--- src/mlpp_pkg.sv ---
// ---------------------------------------------------------------------------
// mlpp_pkg: shared types and constants for the priority mutex core
// Field layouts, request and status codes, sizing and width helpers.
// ---------------------------------------------------------------------------
package mlpp_pkg;

  // Sizing of the internal state
  localparam int THREAD_ID_BITS = 8;
  localparam int PRIO_BITS      = 8;
  localparam int COUNT_BITS     = 16;

  // Request queue between front and back
  localparam int QUEUE_DEPTH = 2;
  localparam int QPTR_BITS   = (QUEUE_DEPTH > 1) ? $clog2(QUEUE_DEPTH) : 1;
  localparam int QCNT_BITS   = $clog2(QUEUE_DEPTH + 1);

  typedef logic [THREAD_ID_BITS-1:0] id_t;
  typedef logic [PRIO_BITS-1:0]      prio_t;
  typedef logic [COUNT_BITS-1:0]     cnt_t;

  // Request kinds
  localparam logic [1:0] KIND_LOCK   = 2'd0;
  localparam logic [1:0] KIND_UNLOCK = 2'd1;
  localparam logic [1:0] KIND_RESET  = 2'd2;

  // Status codes
  localparam logic [2:0] ST_OK       = 3'd0;
  localparam logic [2:0] ST_LIMIT    = 3'd1;
  localparam logic [2:0] ST_DEADLOCK = 3'd2;
  localparam logic [2:0] ST_BUSY     = 3'd3;
  localparam logic [2:0] ST_PERM     = 3'd4;
  localparam logic [2:0] ST_NOTREC   = 3'd5;

  // Wake codes
  localparam logic [1:0] WAKE_NONE = 2'd0;
  localparam logic [1:0] WAKE_ONE  = 2'd1;
  localparam logic [1:0] WAKE_ALL  = 2'd2;

  // Mutex types and priority protocols
  localparam logic [1:0] TYPE_NORMAL     = 2'd0;
  localparam logic [1:0] TYPE_ERRORCHECK = 2'd1;
  localparam logic [1:0] TYPE_RECURSIVE  = 2'd2;
  localparam logic [1:0] PROTO_NONE      = 2'd0;
  localparam logic [1:0] PROTO_INHERIT   = 2'd1;
  localparam logic [1:0] PROTO_PROTECT   = 2'd2;

  // Configuration register indexes
  localparam logic [2:0] CFG_MUTEX_TYPE = 3'd0;
  localparam logic [2:0] CFG_PROTOCOL   = 3'd1;
  localparam logic [2:0] CFG_ROBUST     = 3'd2;
  localparam logic [2:0] CFG_MAX_RECUR  = 3'd3;
  localparam logic [2:0] CFG_CEILING    = 3'd4;

  localparam logic [15:0] MAX_RECUR_RESET = 16'hffff;

  // Port payloads
  typedef struct packed {
    logic [1:0] kind;
    logic [7:0] thread_id;
    logic [7:0] thread_prio;
  } req_t;

  typedef struct packed {
    logic [2:0] status;
    logic       prio_update;
    logic [7:0] prio_target;
    logic [7:0] prio_value;
    logic [1:0] wake;
  } rsp_t;

  // Configuration bundle
  typedef struct packed {
    logic [1:0]  mutex_type;
    logic [1:0]  priority_protocol;
    logic        robust_mode;
    logic [15:0] max_recursion;
    logic [7:0]  ceiling_priority;
  } cfg_t;

  // Classified request held in the queue
  typedef enum logic [1:0] {
    OP_LOCK,
    OP_UNLOCK,
    OP_RESET,
    OP_BAD
  } op_t;

  typedef struct packed {
    op_t   op;
    id_t   tid;
    prio_t prio;
  } job_t;

  // Queue handshake bundles
  typedef struct packed {
    logic push;
    logic pop;
  } qctl_t;

  typedef struct packed {
    logic full;
    logic nonempty;
  } qsts_t;

  // Width conversion between 8-bit fields and internal widths
  function automatic id_t field_to_id(logic [7:0] x);
    logic [15:0] w;
    w = 16'(x);
    return w[THREAD_ID_BITS-1:0];
  endfunction

  function automatic prio_t field_to_prio(logic [7:0] x);
    logic [15:0] w;
    w = 16'(x);
    return w[PRIO_BITS-1:0];
  endfunction

  function automatic logic [7:0] id_to_field(id_t x);
    logic [15:0] w;
    w = 16'(x);
    return w[7:0];
  endfunction

  function automatic logic [7:0] prio_to_field(prio_t x);
    logic [15:0] w;
    w = 16'(x);
    return w[7:0];
  endfunction

endpackage

--- src/mlpp_front.sv ---
// ---------------------------------------------------------------------------
// mlpp_front: request intake
// Accepts requests, decodes the kind and trims ids and priorities.
// ---------------------------------------------------------------------------
module mlpp_front (
  input  logic          req_valid,
  output logic          req_stall,
  input  mlpp_pkg::req_t req,
  input  mlpp_pkg::qsts_t qsts,
  output logic          push,
  output mlpp_pkg::job_t push_job
);
  import mlpp_pkg::*;

  // Stall while the queue has no room
  assign req_stall = qsts.full;
  assign push      = req_valid & ~qsts.full;

  // Classify the request
  always_comb begin
    push_job.tid  = field_to_id(req.thread_id);
    push_job.prio = field_to_prio(req.thread_prio);
    case (req.kind)
      KIND_LOCK:   push_job.op = OP_LOCK;
      KIND_UNLOCK: push_job.op = OP_UNLOCK;
      KIND_RESET:  push_job.op = OP_RESET;
      default:     push_job.op = OP_BAD;
    endcase
  end

endmodule

--- src/mlpp_queue.sv ---
// ---------------------------------------------------------------------------
// mlpp_queue: short request queue
// Decouples the intake from the executing back end.
// ---------------------------------------------------------------------------
module mlpp_queue (
  input  logic            clk,
  input  logic            rst,
  input  mlpp_pkg::qctl_t qctl,
  input  mlpp_pkg::job_t  push_job,
  output mlpp_pkg::qsts_t qsts,
  output mlpp_pkg::job_t  head
);
  import mlpp_pkg::*;

  job_t                 slots [QUEUE_DEPTH];
  logic [QPTR_BITS-1:0] wr_ptr;
  logic [QPTR_BITS-1:0] rd_ptr;
  logic [QCNT_BITS-1:0] count;
  logic                 do_push;
  logic                 do_pop;

  assign qsts.full     = (count == QCNT_BITS'(QUEUE_DEPTH));
  assign qsts.nonempty = (count != '0);
  assign do_push       = qctl.push & ~qsts.full;
  assign do_pop        = qctl.pop & qsts.nonempty;
  assign head          = slots[rd_ptr];

  // Pointers and fill count
  always_ff @(posedge clk) begin
    if (rst) begin
      wr_ptr <= '0;
      rd_ptr <= '0;
      count  <= '0;
    end else begin
      if (do_push) begin
        wr_ptr <= (wr_ptr == QPTR_BITS'(QUEUE_DEPTH - 1)) ? '0 : wr_ptr + 1'b1;
      end
      if (do_pop) begin
        rd_ptr <= (rd_ptr == QPTR_BITS'(QUEUE_DEPTH - 1)) ? '0 : rd_ptr + 1'b1;
      end
      case ({do_push, do_pop})
        2'b10:   count <= count + 1'b1;
        2'b01:   count <= count - 1'b1;
        default: count <= count;
      endcase
    end
  end

  // Storage
  always_ff @(posedge clk) begin
    if (do_push) begin
      slots[wr_ptr] <= push_job;
    end
  end

`ifndef NO_ASSERTIONS
  a_count_range: assert property (@(posedge clk) disable iff (rst)
    count <= QCNT_BITS'(QUEUE_DEPTH))
    else $error("queue count beyond depth");
  a_pop_follows: assert property (@(posedge clk) disable iff (rst)
    (do_pop && !do_push) |=> count == $past(count) - 1'b1)
    else $error("queue count did not drop on transfer out");
  a_push_follows: assert property (@(posedge clk) disable iff (rst)
    (do_push && !do_pop) |=> count == $past(count) + 1'b1)
    else $error("queue count did not rise on transfer in");
`endif

endmodule

--- src/mlpp_back.sv ---
// ---------------------------------------------------------------------------
// mlpp_back: mutex execution
// Holds owner state, applies the type and protocol rules, registers results.
// ---------------------------------------------------------------------------
module mlpp_back (
  input  logic           clk,
  input  logic           rst,
  input  mlpp_pkg::cfg_t cfg,
  input  logic           job_valid,
  input  mlpp_pkg::job_t job,
  output logic           pop,
  output logic           rsp_valid,
  input  logic           rsp_stall,
  output mlpp_pkg::rsp_t rsp
);
  import mlpp_pkg::*;

  logic  locked;
  id_t   owner_id;
  cnt_t  lock_count;
  prio_t saved_prio;
  prio_t owner_cur_prio;

  logic  locked_next;
  id_t   owner_id_next;
  cnt_t  lock_count_next;
  prio_t saved_prio_next;
  prio_t owner_cur_prio_next;
  rsp_t  rsp_next;

  logic  recursive;
  logic  errcheck;
  logic  inherit;
  logic  protect;
  logic  is_owner;
  prio_t ceil;

  // Take the next job when the output register is free or draining
  assign pop = job_valid & (~rsp_valid | ~rsp_stall);

  assign recursive = (cfg.mutex_type == TYPE_RECURSIVE);
  assign errcheck  = (cfg.mutex_type == TYPE_ERRORCHECK);
  assign inherit   = (cfg.priority_protocol == PROTO_INHERIT);
  assign protect   = (cfg.priority_protocol == PROTO_PROTECT);
  assign is_owner  = (owner_id == job.tid);
  assign ceil      = field_to_prio(cfg.ceiling_priority);

  // Request execution
  always_comb begin
    locked_next         = locked;
    owner_id_next       = owner_id;
    lock_count_next     = lock_count;
    saved_prio_next     = saved_prio;
    owner_cur_prio_next = owner_cur_prio;
    rsp_next            = '0;
    rsp_next.status     = ST_OK;
    rsp_next.wake       = WAKE_NONE;
    case (job.op)
      OP_LOCK: begin
        if (!locked) begin
          locked_next         = 1'b1;
          owner_id_next       = job.tid;
          lock_count_next     = cnt_t'(1);
          owner_cur_prio_next = job.prio;
          if (inherit || protect) begin
            saved_prio_next = job.prio;
          end
          if (protect && (ceil > job.prio)) begin
            rsp_next.prio_update = 1'b1;
            rsp_next.prio_target = id_to_field(job.tid);
            rsp_next.prio_value  = prio_to_field(ceil);
            owner_cur_prio_next  = ceil;
          end
        end else if (is_owner && recursive) begin
          if ((32'(lock_count) >= 32'(cfg.max_recursion)) || (lock_count == '1)) begin
            rsp_next.status = ST_LIMIT;
          end else begin
            lock_count_next = lock_count + 1'b1;
          end
        end else if (is_owner && errcheck) begin
          rsp_next.status = ST_DEADLOCK;
        end else begin
          // Held elsewhere, or relocked by the owner of a normal mutex: boost the owner under inheritance
          if (inherit && (job.prio > owner_cur_prio)) begin
            rsp_next.prio_update = 1'b1;
            rsp_next.prio_target = id_to_field(owner_id);
            rsp_next.prio_value  = prio_to_field(job.prio);
            owner_cur_prio_next  = job.prio;
          end
          rsp_next.status = ST_BUSY;
        end
      end
      OP_UNLOCK: begin
        if (locked && is_owner) begin
          if (recursive && (lock_count > cnt_t'(1))) begin
            lock_count_next = lock_count - 1'b1;
          end else begin
            if (inherit || protect) begin
              rsp_next.prio_update = 1'b1;
              rsp_next.prio_target = id_to_field(owner_id);
              rsp_next.prio_value  = prio_to_field(saved_prio);
            end
            rsp_next.wake       = WAKE_ONE;
            locked_next         = 1'b0;
            owner_id_next       = '0;
            lock_count_next     = '0;
            owner_cur_prio_next = '0;
          end
        end else if (errcheck || recursive || cfg.robust_mode) begin
          rsp_next.status = ST_PERM;
        end else begin
          rsp_next.status = ST_NOTREC;
        end
      end
      OP_RESET: begin
        locked_next     = 1'b0;
        owner_id_next   = '0;
        lock_count_next = '0;
        rsp_next.wake   = WAKE_ALL;
      end
      default: begin
        rsp_next.status = ST_PERM;
      end
    endcase
  end

  // Mutex state and output register
  always_ff @(posedge clk) begin
    if (rst) begin
      locked         <= 1'b0;
      owner_id       <= '0;
      lock_count     <= '0;
      saved_prio     <= '0;
      owner_cur_prio <= '0;
      rsp_valid      <= 1'b0;
    end else begin
      if (pop) begin
        locked         <= locked_next;
        owner_id       <= owner_id_next;
        lock_count     <= lock_count_next;
        saved_prio     <= saved_prio_next;
        owner_cur_prio <= owner_cur_prio_next;
        rsp_valid      <= 1'b1;
      end else if (!rsp_stall) begin
        rsp_valid <= 1'b0;
      end
    end
  end

  always_ff @(posedge clk) begin
    if (pop) begin
      rsp <= rsp_next;
    end
  end

`ifndef NO_ASSERTIONS
  a_count_tracks_lock: assert property (@(posedge clk) disable iff (rst)
    locked == (lock_count != '0))
    else $error("lock count disagrees with lock flag");
  a_free_no_owner: assert property (@(posedge clk) disable iff (rst)
    !locked |-> owner_id == '0)
    else $error("owner kept while unlocked");
  a_quiet_update: assert property (@(posedge clk) disable iff (rst)
    (rsp_valid && !rsp.prio_update) |-> (rsp.prio_target == 8'd0 && rsp.prio_value == 8'd0))
    else $error("priority fields set without update");
  a_hold_on_stall: assert property (@(posedge clk) disable iff (rst)
    (rsp_valid && rsp_stall) |=> (rsp_valid && $stable(locked) && $stable(lock_count)))
    else $error("state moved while result stalled");
`endif

endmodule

--- src/mutex_lock_with_priority_protocol_core.sv ---
// A request transferred in is held in the queue, then executed by the back end, which registers the result.
// Throughput: one request per cycle while results are not stalled; the back end's state update sets it.
// A two-entry queue lets intake continue while a result waits to be taken.
// Reset (rst, synchronous, active high) frees the mutex, empties the queue and
// returns the configuration registers to their default values.
// ---------------------------------------------------------------------------
// mutex_lock_with_priority_protocol_core: recursive mutex with priority control
// Front end classifies requests, a queue decouples it from the executing back end.
// ---------------------------------------------------------------------------
module mutex_lock_with_priority_protocol_core (
  input  logic           clk,
  input  logic           rst,
  input  logic           req_valid,
  output logic           req_stall,
  input  mlpp_pkg::req_t req,
  output logic           rsp_valid,
  input  logic           rsp_stall,
  output mlpp_pkg::rsp_t rsp,
  input  logic           cfg_we,
  input  logic [2:0]     cfg_index,
  input  logic [15:0]    cfg_data
);
  import mlpp_pkg::*;

  cfg_t  cfg;
  qctl_t qctl;
  qsts_t qsts;
  job_t  push_job;
  job_t  head;
  logic  push;
  logic  pop;

  // Configuration registers
  always_ff @(posedge clk) begin
    if (rst) begin
      cfg.mutex_type        <= TYPE_NORMAL;
      cfg.priority_protocol <= PROTO_NONE;
      cfg.robust_mode       <= 1'b0;
      cfg.max_recursion     <= MAX_RECUR_RESET;
      cfg.ceiling_priority  <= '0;
    end else if (cfg_we) begin
      case (cfg_index)
        CFG_MUTEX_TYPE: cfg.mutex_type        <= cfg_data[1:0];
        CFG_PROTOCOL:   cfg.priority_protocol <= cfg_data[1:0];
        CFG_ROBUST:     cfg.robust_mode       <= cfg_data[0];
        CFG_MAX_RECUR:  cfg.max_recursion     <= cfg_data;
        CFG_CEILING:    cfg.ceiling_priority  <= cfg_data[7:0];
        default:        cfg <= cfg;
      endcase
    end
  end

  assign qctl.push = push;
  assign qctl.pop  = pop;

  mlpp_front u_front (
    .req_valid (req_valid),
    .req_stall (req_stall),
    .req       (req),
    .qsts      (qsts),
    .push      (push),
    .push_job  (push_job)
  );

  mlpp_queue u_queue (
    .clk      (clk),
    .rst      (rst),
    .qctl     (qctl),
    .push_job (push_job),
    .qsts     (qsts),
    .head     (head)
  );

  mlpp_back u_back (
    .clk       (clk),
    .rst       (rst),
    .cfg       (cfg),
    .job_valid (qsts.nonempty),
    .job       (head),
    .pop       (pop),
    .rsp_valid (rsp_valid),
    .rsp_stall (rsp_stall),
    .rsp       (rsp)
  );

endmodule
--- config.mk ---
export PLATFORM = sky130hd
export DESIGN_NAME = mutex_lock_with_priority_protocol_core
export DESIGN_NICKNAME = d
export VERILOG_FILES = /design/src/mlpp_pkg.sv /design/src/mlpp_front.sv /design/src/mlpp_queue.sv /design/src/mlpp_back.sv /design/src/mutex_lock_with_priority_protocol_core.sv
export SDC_FILE = /design/constraint.sdc
export NUM_CORES = 1
export LEC_CHECK = 0
export BUFFER_PORTS_ARGS = -buffer_cell sky130_fd_sc_hd__buf_2
export CAP_MARGIN = 20
export CORE_UTILIZATION = 30
export DETAILED_ROUTE_END_ITERATION = 7
export GPL_ROUTABILITY_DRIVEN = 0
export GPL_TIMING_DRIVEN = 1
export HOLD_SLACK_MARGIN = 0.08
export PLACE_DENSITY = 0.42
export SKIP_LAST_GASP = 1
export SLEW_MARGIN = 20
export SYNTH_ARGS = -nofsm -noshare
export SYNTH_HDL_FRONTEND = slang
export SYNTH_HIERARCHICAL = 1
export SYNTH_SLANG_ARGS = --single-unit
--- constraint.sdc ---
create_clock -name clk -period 4.9 [get_ports clk]
set_clock_uncertainty 0.1 [all_clocks]
set_input_delay 0.49 -clock clk [delete_from_list [all_inputs] [get_ports clk]]
set_output_delay 0.49 -clock clk [all_outputs]
set_load 0.1 [all_outputs]
==> flow_metrics.tcl, run 1 <==
set metrics [dict create \
    num_antenna_cells 0 \
    reg2reg_depth 7 \
    synth_area_leaders "edfxtp_1 23%, dfxtp_1 20%, ha_1 7.4%, mux2i_1 5.2%, nor2_1 3.9%" \
    die_x_um 160 \
    cts.htree.levels 4 \
    vias 5580 \
    fin_tns_setup_ns 0 \
    post-cts-setup-buffer-count 0 \
    synthFlopType "dfxtp_1" \
    grt_pass1_wl_um 30000 \
    worstSetupPathType "reg -> reg" \
    cp-end-kind "flop" \
    synth-seq-area-share_pct 43.8 \
    cp_data_arrival_time_ns 4.04 \
    finalHoldViolCount 0 \
    drt_wl_total_um 18700 \
    p_leak_nw 3.30 \
    drv_cap 0 \
    power.total_mw 4.79 \
    root_buffer "clkbuf_16" \
    num_rows 57 \
    most-common-layout-cells "77 x nor2_1, 76 x dfxtp_1, 66 x nand2_1, 65 x buf_2, 58 x edfxtp_1" \
    syn_inst 775 \
    die_area_mm2 0.0255 \
    yosys_warnings 6 \
    cts.reportedPaths.clkPinSlew_ns 0.07 \
    overflow 0 \
    cts.sinks 134 \
    crit_fanout 18 \
    core_mm2 0.0243 \
    reg2reg_to "u_back/owner_id[0]" \
    crit_path_end "u_back/owner_id[0]" \
    antenna_found_initial 0 \
    max-slew-margin-rel_pct 33.5 \
    period_minus_slack_ns 3.78 \
    rrSetupSlack_ns 1.12 \
    synth_fp_nets 861 \
    holdBufCountCts 0 \
    cts_tree "built" \
    clock_path_buffers 2 \
    grt_setup_unrepaired "false" \
    hold_path_class "in -> reg" \
    slew_viol_final 0 \
    finalCritPeriodShare_pct 77.2 \
    viasPerCell 4.91 \
    worstSkewPairLatency_ns 0.43 \
    synth_edf_count 58 \
    grt_max_degree 87 \
    cts_resized 0 \
    routedWlPerCell_um 16.4 \
    tightest_slew_ns 0.997 \
    synth_area_per_cell_um2 9.62 \
    ant_nets 0 \
    area_growth_pct 13.6 \
    synth_area_mm2 0.00745 \
    yosysUniqueCellTypes 81 \
    mostFrequentLayoutCell "nor2_1" \
    drive_above_1_share_pct 17.2 \
    synth-seq-cells 134 \
    cp-start-kind "flop" \
    drc 0 \
    worstPathRequired_ns 5.16 \
    fin_util_pct 34.8 \
    synth_top_cell_by_area "edfxtp_1" \
    yosysTopAreaCellShare_pct 23.4 \
    first_iter_violations 256 \
    finalNetCount 885 \
    power.density_mw_per_mm2 566 \
    hpwl_um 13200 \
    grt_pass1_vias 5499 \
    fill_cells 2465 \
    fin_hold_ws_ns 0.138 \
    cts_buffers 17 \
    numPortBuffers 65 \
    top_level_ports 66 \
    die_h_um 160 \
    setup_viol 0 \
    peakVddDrop_v 0.000265 \
    dr.pass1.iters 5 \
    start_util_pct 30.6 \
    status "finished clean" \
    async_flop_share_pct 0 \
    fmax_mhz 264 \
    track_usage_pct 15.1 \
]
[sequential cells by signal (all words and copies together) (netlist names), named ones only]
name / count
u_back/lock_count: 16
u_queue/wr_ptr: 1
u_queue/slots: 36
u_queue/rd_ptr: 1
u_back/owner_cur_prio: 8
cfg: 29
u_back/owner_id: 8
u_back/rsp_valid: 1
u_back/rsp: 22
u_queue/count: 2
u_back/saved_prio: 8
u_back/locked: 1
[kinds of logic (layout without fill, tap and decap cells)]
group	Yosys count	count (layout)	share of synthesized area (%)
muxes	58	58	8.11
and+or+nand+nor	257	257	17.8
buffers and inverters	113	150	7.55
xor gates and xnor gates	14	14	1.65
adders and majority gates	44	44	7.39
DFF	134	134	43.8
AOI/OAI and AO/OA	155	155	13.7
[cell type report]
class | instances | area (µm²) | area share [%]
inverter | 48 | 180 | 2.13
sequential | 134 | 3260 | 38.5
multi-input combinational | 528 | 3630 | 42.9
clock inverter | 15 | 203 | 2.39
tap | 324 | 405 | 4.79
clock buffer | 17 | 425 | 5.02
timing repair buffer | 70 | 363 | 4.28
[where the power goes]
| part | switching, mW | total [mW] | internal (mW) |
|---|---|---|---|
| Clock | 0.610 | 1.35 | 0.742 |
| Sequential | 0.158 | 1.57 | 1.41 |
| Combinational | 1.38 | 1.87 | 0.486 |
| Total | 2.15 | 4.79 | 2.64 |
[critical path: stages, from the launching register on]
cell,delay (ns)
dfxtp_1,0.86
mux2_1,0.47
ha_1,0.42
inv_1,0.17
a31oi_1,0.12
or4_1,0.85
or3b_2,0.55
a21oi_1,0.15
[worst min-delay path by stage]
stage	from	depth (start not counted)	slack [ns]	to
after floorplan	u_back/owner_cur_prio[1]	2	0.33	u_back/owner_cur_prio[1]
after global placement	u_back/owner_cur_prio[1]	2	0.34	u_back/owner_cur_prio[1]
after detailed placement	u_back/owner_cur_prio[5]	2	0.35	u_back/owner_cur_prio[5]
after CTS	req[10]	1	0.12	u_queue/slots[1][10]
after global routing	req[10]	1	0.11	u_queue/slots[1][10]
final	req[10]	1	0.14	u_queue/slots[1][10]
[routing by layer]
metal / global-route usage, % / share of wire, %
met2: 22.9 / 45
met3: 3.74 / 4.1
met5: 0 / 0
met1: 21.1 / 50
met4: 4.55 / 1.4
[synth_stat cells, drive strengths merged, types with 11 or more instances]
cell type and n:
edfxtp 58, a21oi 52, nand3 11, ha 44
nand2b 23, inv 47, nor3 11, a22o 13
o21ai 24, mux2i 39, nand2 66, or3 14
clkbuf 32, xnor2 12, mux2 19, buf 32
dfxtp 76, nor2 77
[per-stage QoR]
stage	setup slack (ns)	instances	area [µm²]
after floorplan	1.75	775	7450
after global placement	1.13	1104	7840
after detailed placement	1.08	1104	7840
after CTS	1.07	1136	8470
after global routing	0.827	1136	8470
final	1.12	1136	8470
Note: power is estimated with default switching activity, not from simulation.
==> run 2: changes to the inputs <==
--- a/config.mk
+++ b/config.mk
@@ -5,6 +5,7 @@
 export SDC_FILE = /design/constraint.sdc
 export NUM_CORES = 1
 export LEC_CHECK = 0
+export ABC_AREA = 1
 export BUFFER_PORTS_ARGS = -buffer_cell sky130_fd_sc_hd__buf_2
 export CAP_MARGIN = 20
 export CORE_UTILIZATION = 30
@@ -12,7 +13,7 @@
 export GPL_ROUTABILITY_DRIVEN = 0
 export GPL_TIMING_DRIVEN = 1
 export HOLD_SLACK_MARGIN = 0.08
-export PLACE_DENSITY = 0.42
+export PLACE_DENSITY = 0.43
 export SKIP_LAST_GASP = 1
 export SLEW_MARGIN = 20
 export SYNTH_ARGS = -nofsm -noshare
==> constraint.sdc (replaced) <==
create_clock -name clk -period 3.3 [get_ports clk]
set_clock_uncertainty 0.1 [all_clocks]
set_input_delay 0.33 -clock clk [delete_from_list [all_inputs] [get_ports clk]]
set_output_delay 0.33 -clock clk [all_outputs]
set_load 0.1 [all_outputs]
==> run 2 against run 1 <==
Effect of this change: the run now ends with DRC left; final cell count rose by 32%; wire length is 17% higher; critical path type unchanged; worst hold slack lost 0.039 ns; largest cell class unchanged; combinational power is 140% higher; synthesized cell count grew 39%.
==> flow_metrics.tcl, run 2 <==
set metrics [dict create \
    synth_area_leaders "edfxtp_1 22%, dfxtp_1 19%, nand2_1 13%, nor2_1 8.1%, ha_1 6.9%" \
    power.density_mw_per_mm2 961 \
    drt_wl_total_um 21900 \
    cts.htree.levels 4 \
    drc 2 \
    cp-end-kind "flop" \
    antenna_found_initial 0 \
    largest-register "u_queue/slots" \
    seqPwrFrac_pct 29.6 \
    synth_fp_nets 1160 \
    crit_chain "buf_12 -> mux2_2 -> xnor2_1 -> nand2_1 -> nor2_1 -> nand3_1 -> nand2_1 -> nand3_1 -> nor2_2 -> nand3_1 -> nand2_1 -> nor2_1" \
    fmax_mhz 347 \
    yosys-top-cells-count "278 x nand2_1, 172 x nor2_1, 110 x inv_1" \
    p_int_mw 4.67 \
    crit_path_top_delay_cell "nor2_2" \
    yosysTopAreaCellShare_pct 21.8 \
    area_growth_pct 18.0 \
    combinationalPowerShare_pct 50.3 \
    grt_setup_unrepaired "false" \
    num_rows 59 \
    peakVddDrop_v 0.000499 \
    die_x_um 165 \
    die_h_um 165 \
    cts.sinks 134 \
    worstPathRequired_ns 3.52 \
    drive_above_1_share_pct 14.2 \
    start_util_pct 30.6 \
    vias 6811 \
    critPathTopFamily "simple AND/OR/NAND/NOR gates" \
    hpwl_um 15700 \
    finalNetCount 1238 \
    top_level_ports 66 \
    drv_cap 0 \
    tightest_slew_ns 0.890 \
    reg2reg_depth 12 \
    synth_area_per_cell_um2 7.46 \
    viasPerCell 4.54 \
    p_leak_nw 4.37 \
    synth_area_mm2 0.00801 \
    overflow 0 \
    yosys_warnings 6 \
    die_area_mm2 0.0273 \
    max-slew-margin-rel_pct 40.6 \
    path_depth 12 \
    cts_resized 0 \
    p_sw_share_pct 48.6 \
    fill_cells 2836 \
    routedWlPerCell_um 14.6 \
    synth_most_common_cell "nand2_1" \
    holdBufCountCts 34 \
    finalCritPeriodShare_pct 87.3 \
    violations "DRC" \
    core_mm2 0.0261 \
    worstSkewPairLatency_ns 0.43 \
    grt_pass1_wl_um 35000 \
    crit_buf_inv 1 \
    worstSetupPathType "reg -> reg" \
    pre_cts_ws_ns 0.455 \
    track_usage_pct 16.8 \
    power.switching_mw 4.41 \
    numPortBuffers 65 \
    cts.reportedPaths.clkPinSlew_ns 0.06 \
    holdPathStages 2 \
    fin_tns_setup_ns 0 \
    synth-seq-cells 134 \
    reg_top3 "u_queue/slots: 36 flops, cfg: 29 flops, u_back/rsp: 22 flops" \
    cp_data_arrival_time_ns 3.10 \
    synth-seq-area-share_pct 40.8 \
    setup_viol 0 \
    most-common-layout-cells "278 x nand2_1, 171 x nor2_1, 110 x inv_1, 81 x nand3_1, 76 x dfxtp_1" \
    synthFlopType "dfxtp_1" \
    ant_nets 0 \
    synth_top_cell_by_area "edfxtp_1" \
    hold_start "rst" \
    clock_path_buffers 2 \
    cts_buffers 17 \
    synth_edf_count 58 \
    yosysUniqueCellTypes 41 \
    grt_pass1_vias 6558 \
    slew_viol_final 0 \
    dr.pass1.iters 7 \
    crit_fanout 18 \
    cpPeakStageDelay_ns 0.49 \
    hold_path_class "in -> reg" \
    first_iter_violations 490 \
    grt_max_degree 32 \
    async_flop_share_pct 0 \
    finalHoldViolCount 0 \
    root_buffer "clkbuf_16" \
    syn_inst 1074 \
    power.total_mw 9.08 \
    status "finished, violations left" \
    cp-start-kind "flop" \
    largest_register_ffs 36 \
    clkPwrFrac_pct 20.1 \
    mostFrequentLayoutCell "nand2_1" \
    setup_slack_ns 0.420 \
    period_minus_slack_ns 2.88 \
    post-cts-setup-buffer-count 0 \
    num_antenna_cells 0 \
    cts_tree "built" \
]
-- run 2: worst register-to-register path: stages, from the launching register on --
cell and delay, ns:
dfxtp_1 0.35, buf_12 0.18, mux2_2 0.42, xnor2_1 0.16
nand2_1 0.06, nor2_1 0.25, nand3_1 0.14, nand2_1 0.16
nand3_1 0.20, nor2_2 0.49, nand3_1 0.14, nand2_1 0.09
nor2_1 0.04
-- run 2: kinds of logic (layout without fill, tap and decap cells) --
kind of cell,after synthesis,in the layout,synth area share [%]
mux,19,19,3.12
compound gates,107,107,7.28
simple gates,573,573,29.9
buf+inv,178,269,10.0
fa+ha+maj,44,44,6.88
xor+xnor,19,19,2.08
flops,134,134,40.8
-- run 2: cell type report --
type / count / area (µm²) / area share [%]
clock buffer: 18 / 429 / 4.54
clock inverter: 14 / 126 / 1.34
timing repair buffer: 115 / 798 / 8.45
multi-input combinational: 762 / 3950 / 41.8
tap: 335 / 419 / 4.44
inverter: 122 / 458 / 4.85
sequential: 134 / 3260 / 34.5
-- run 2: power groups by stage --
stage          Clock [mW]  Sequential [mW]  Combinational [mW]
6_report             1.83             2.69                4.57
5_1_grt              1.94             2.75                5.11
4_1_cts              1.87             2.70                4.61
3_5_place_dp            0             2.73                4.55
3_3_place_gp            0             2.73                4.56
2_1_floorplan           0             3.47                2.80
-- run 2: metrics by stage --
| step | util (%) | hold slack [ns] | cell area, µm² | std cells |
|---|---|---|---|---|
| 2_1_floorplan | - | 0.299 | 8010 | 1074 |
| 3_3_place_gp | 32.7 | 0.343 | 8550 | 1434 |
| 3_5_place_dp | 32.7 | 0.344 | 8550 | 1434 |
| 4_1_cts | 36.1 | 0.0873 | 9450 | 1500 |
| 5_1_grt | 36.1 | 0.119 | 9450 | 1500 |
| 6_report | 36.1 | 0.0989 | 9450 | 1500 |
-- run 2: path summary, 6_finish.rpt --
check,to,slack (ns)
max,u_back/owner_cur_prio[4],0.42
min,u_back/rsp_valid,0.1
max reg2reg,u_back/owner_cur_prio[4],0.42
min reg2reg,cfg[9],0.36
-- run 2: per-layer routing --
layer | wire (µm) | global-route usage, % | part of all wire (%) | up-vias
met3 | 410 | 2.32 | 1.9 | 19
met4 | 362 | 5.74 | 1.7 | 0
met1 | 10500 | 21.1 | 48 | 3143
met5 | 0 | 0 | 0 | -
li1 | - | - | - | 3576
met2 | 10600 | 29.3 | 48 | 73
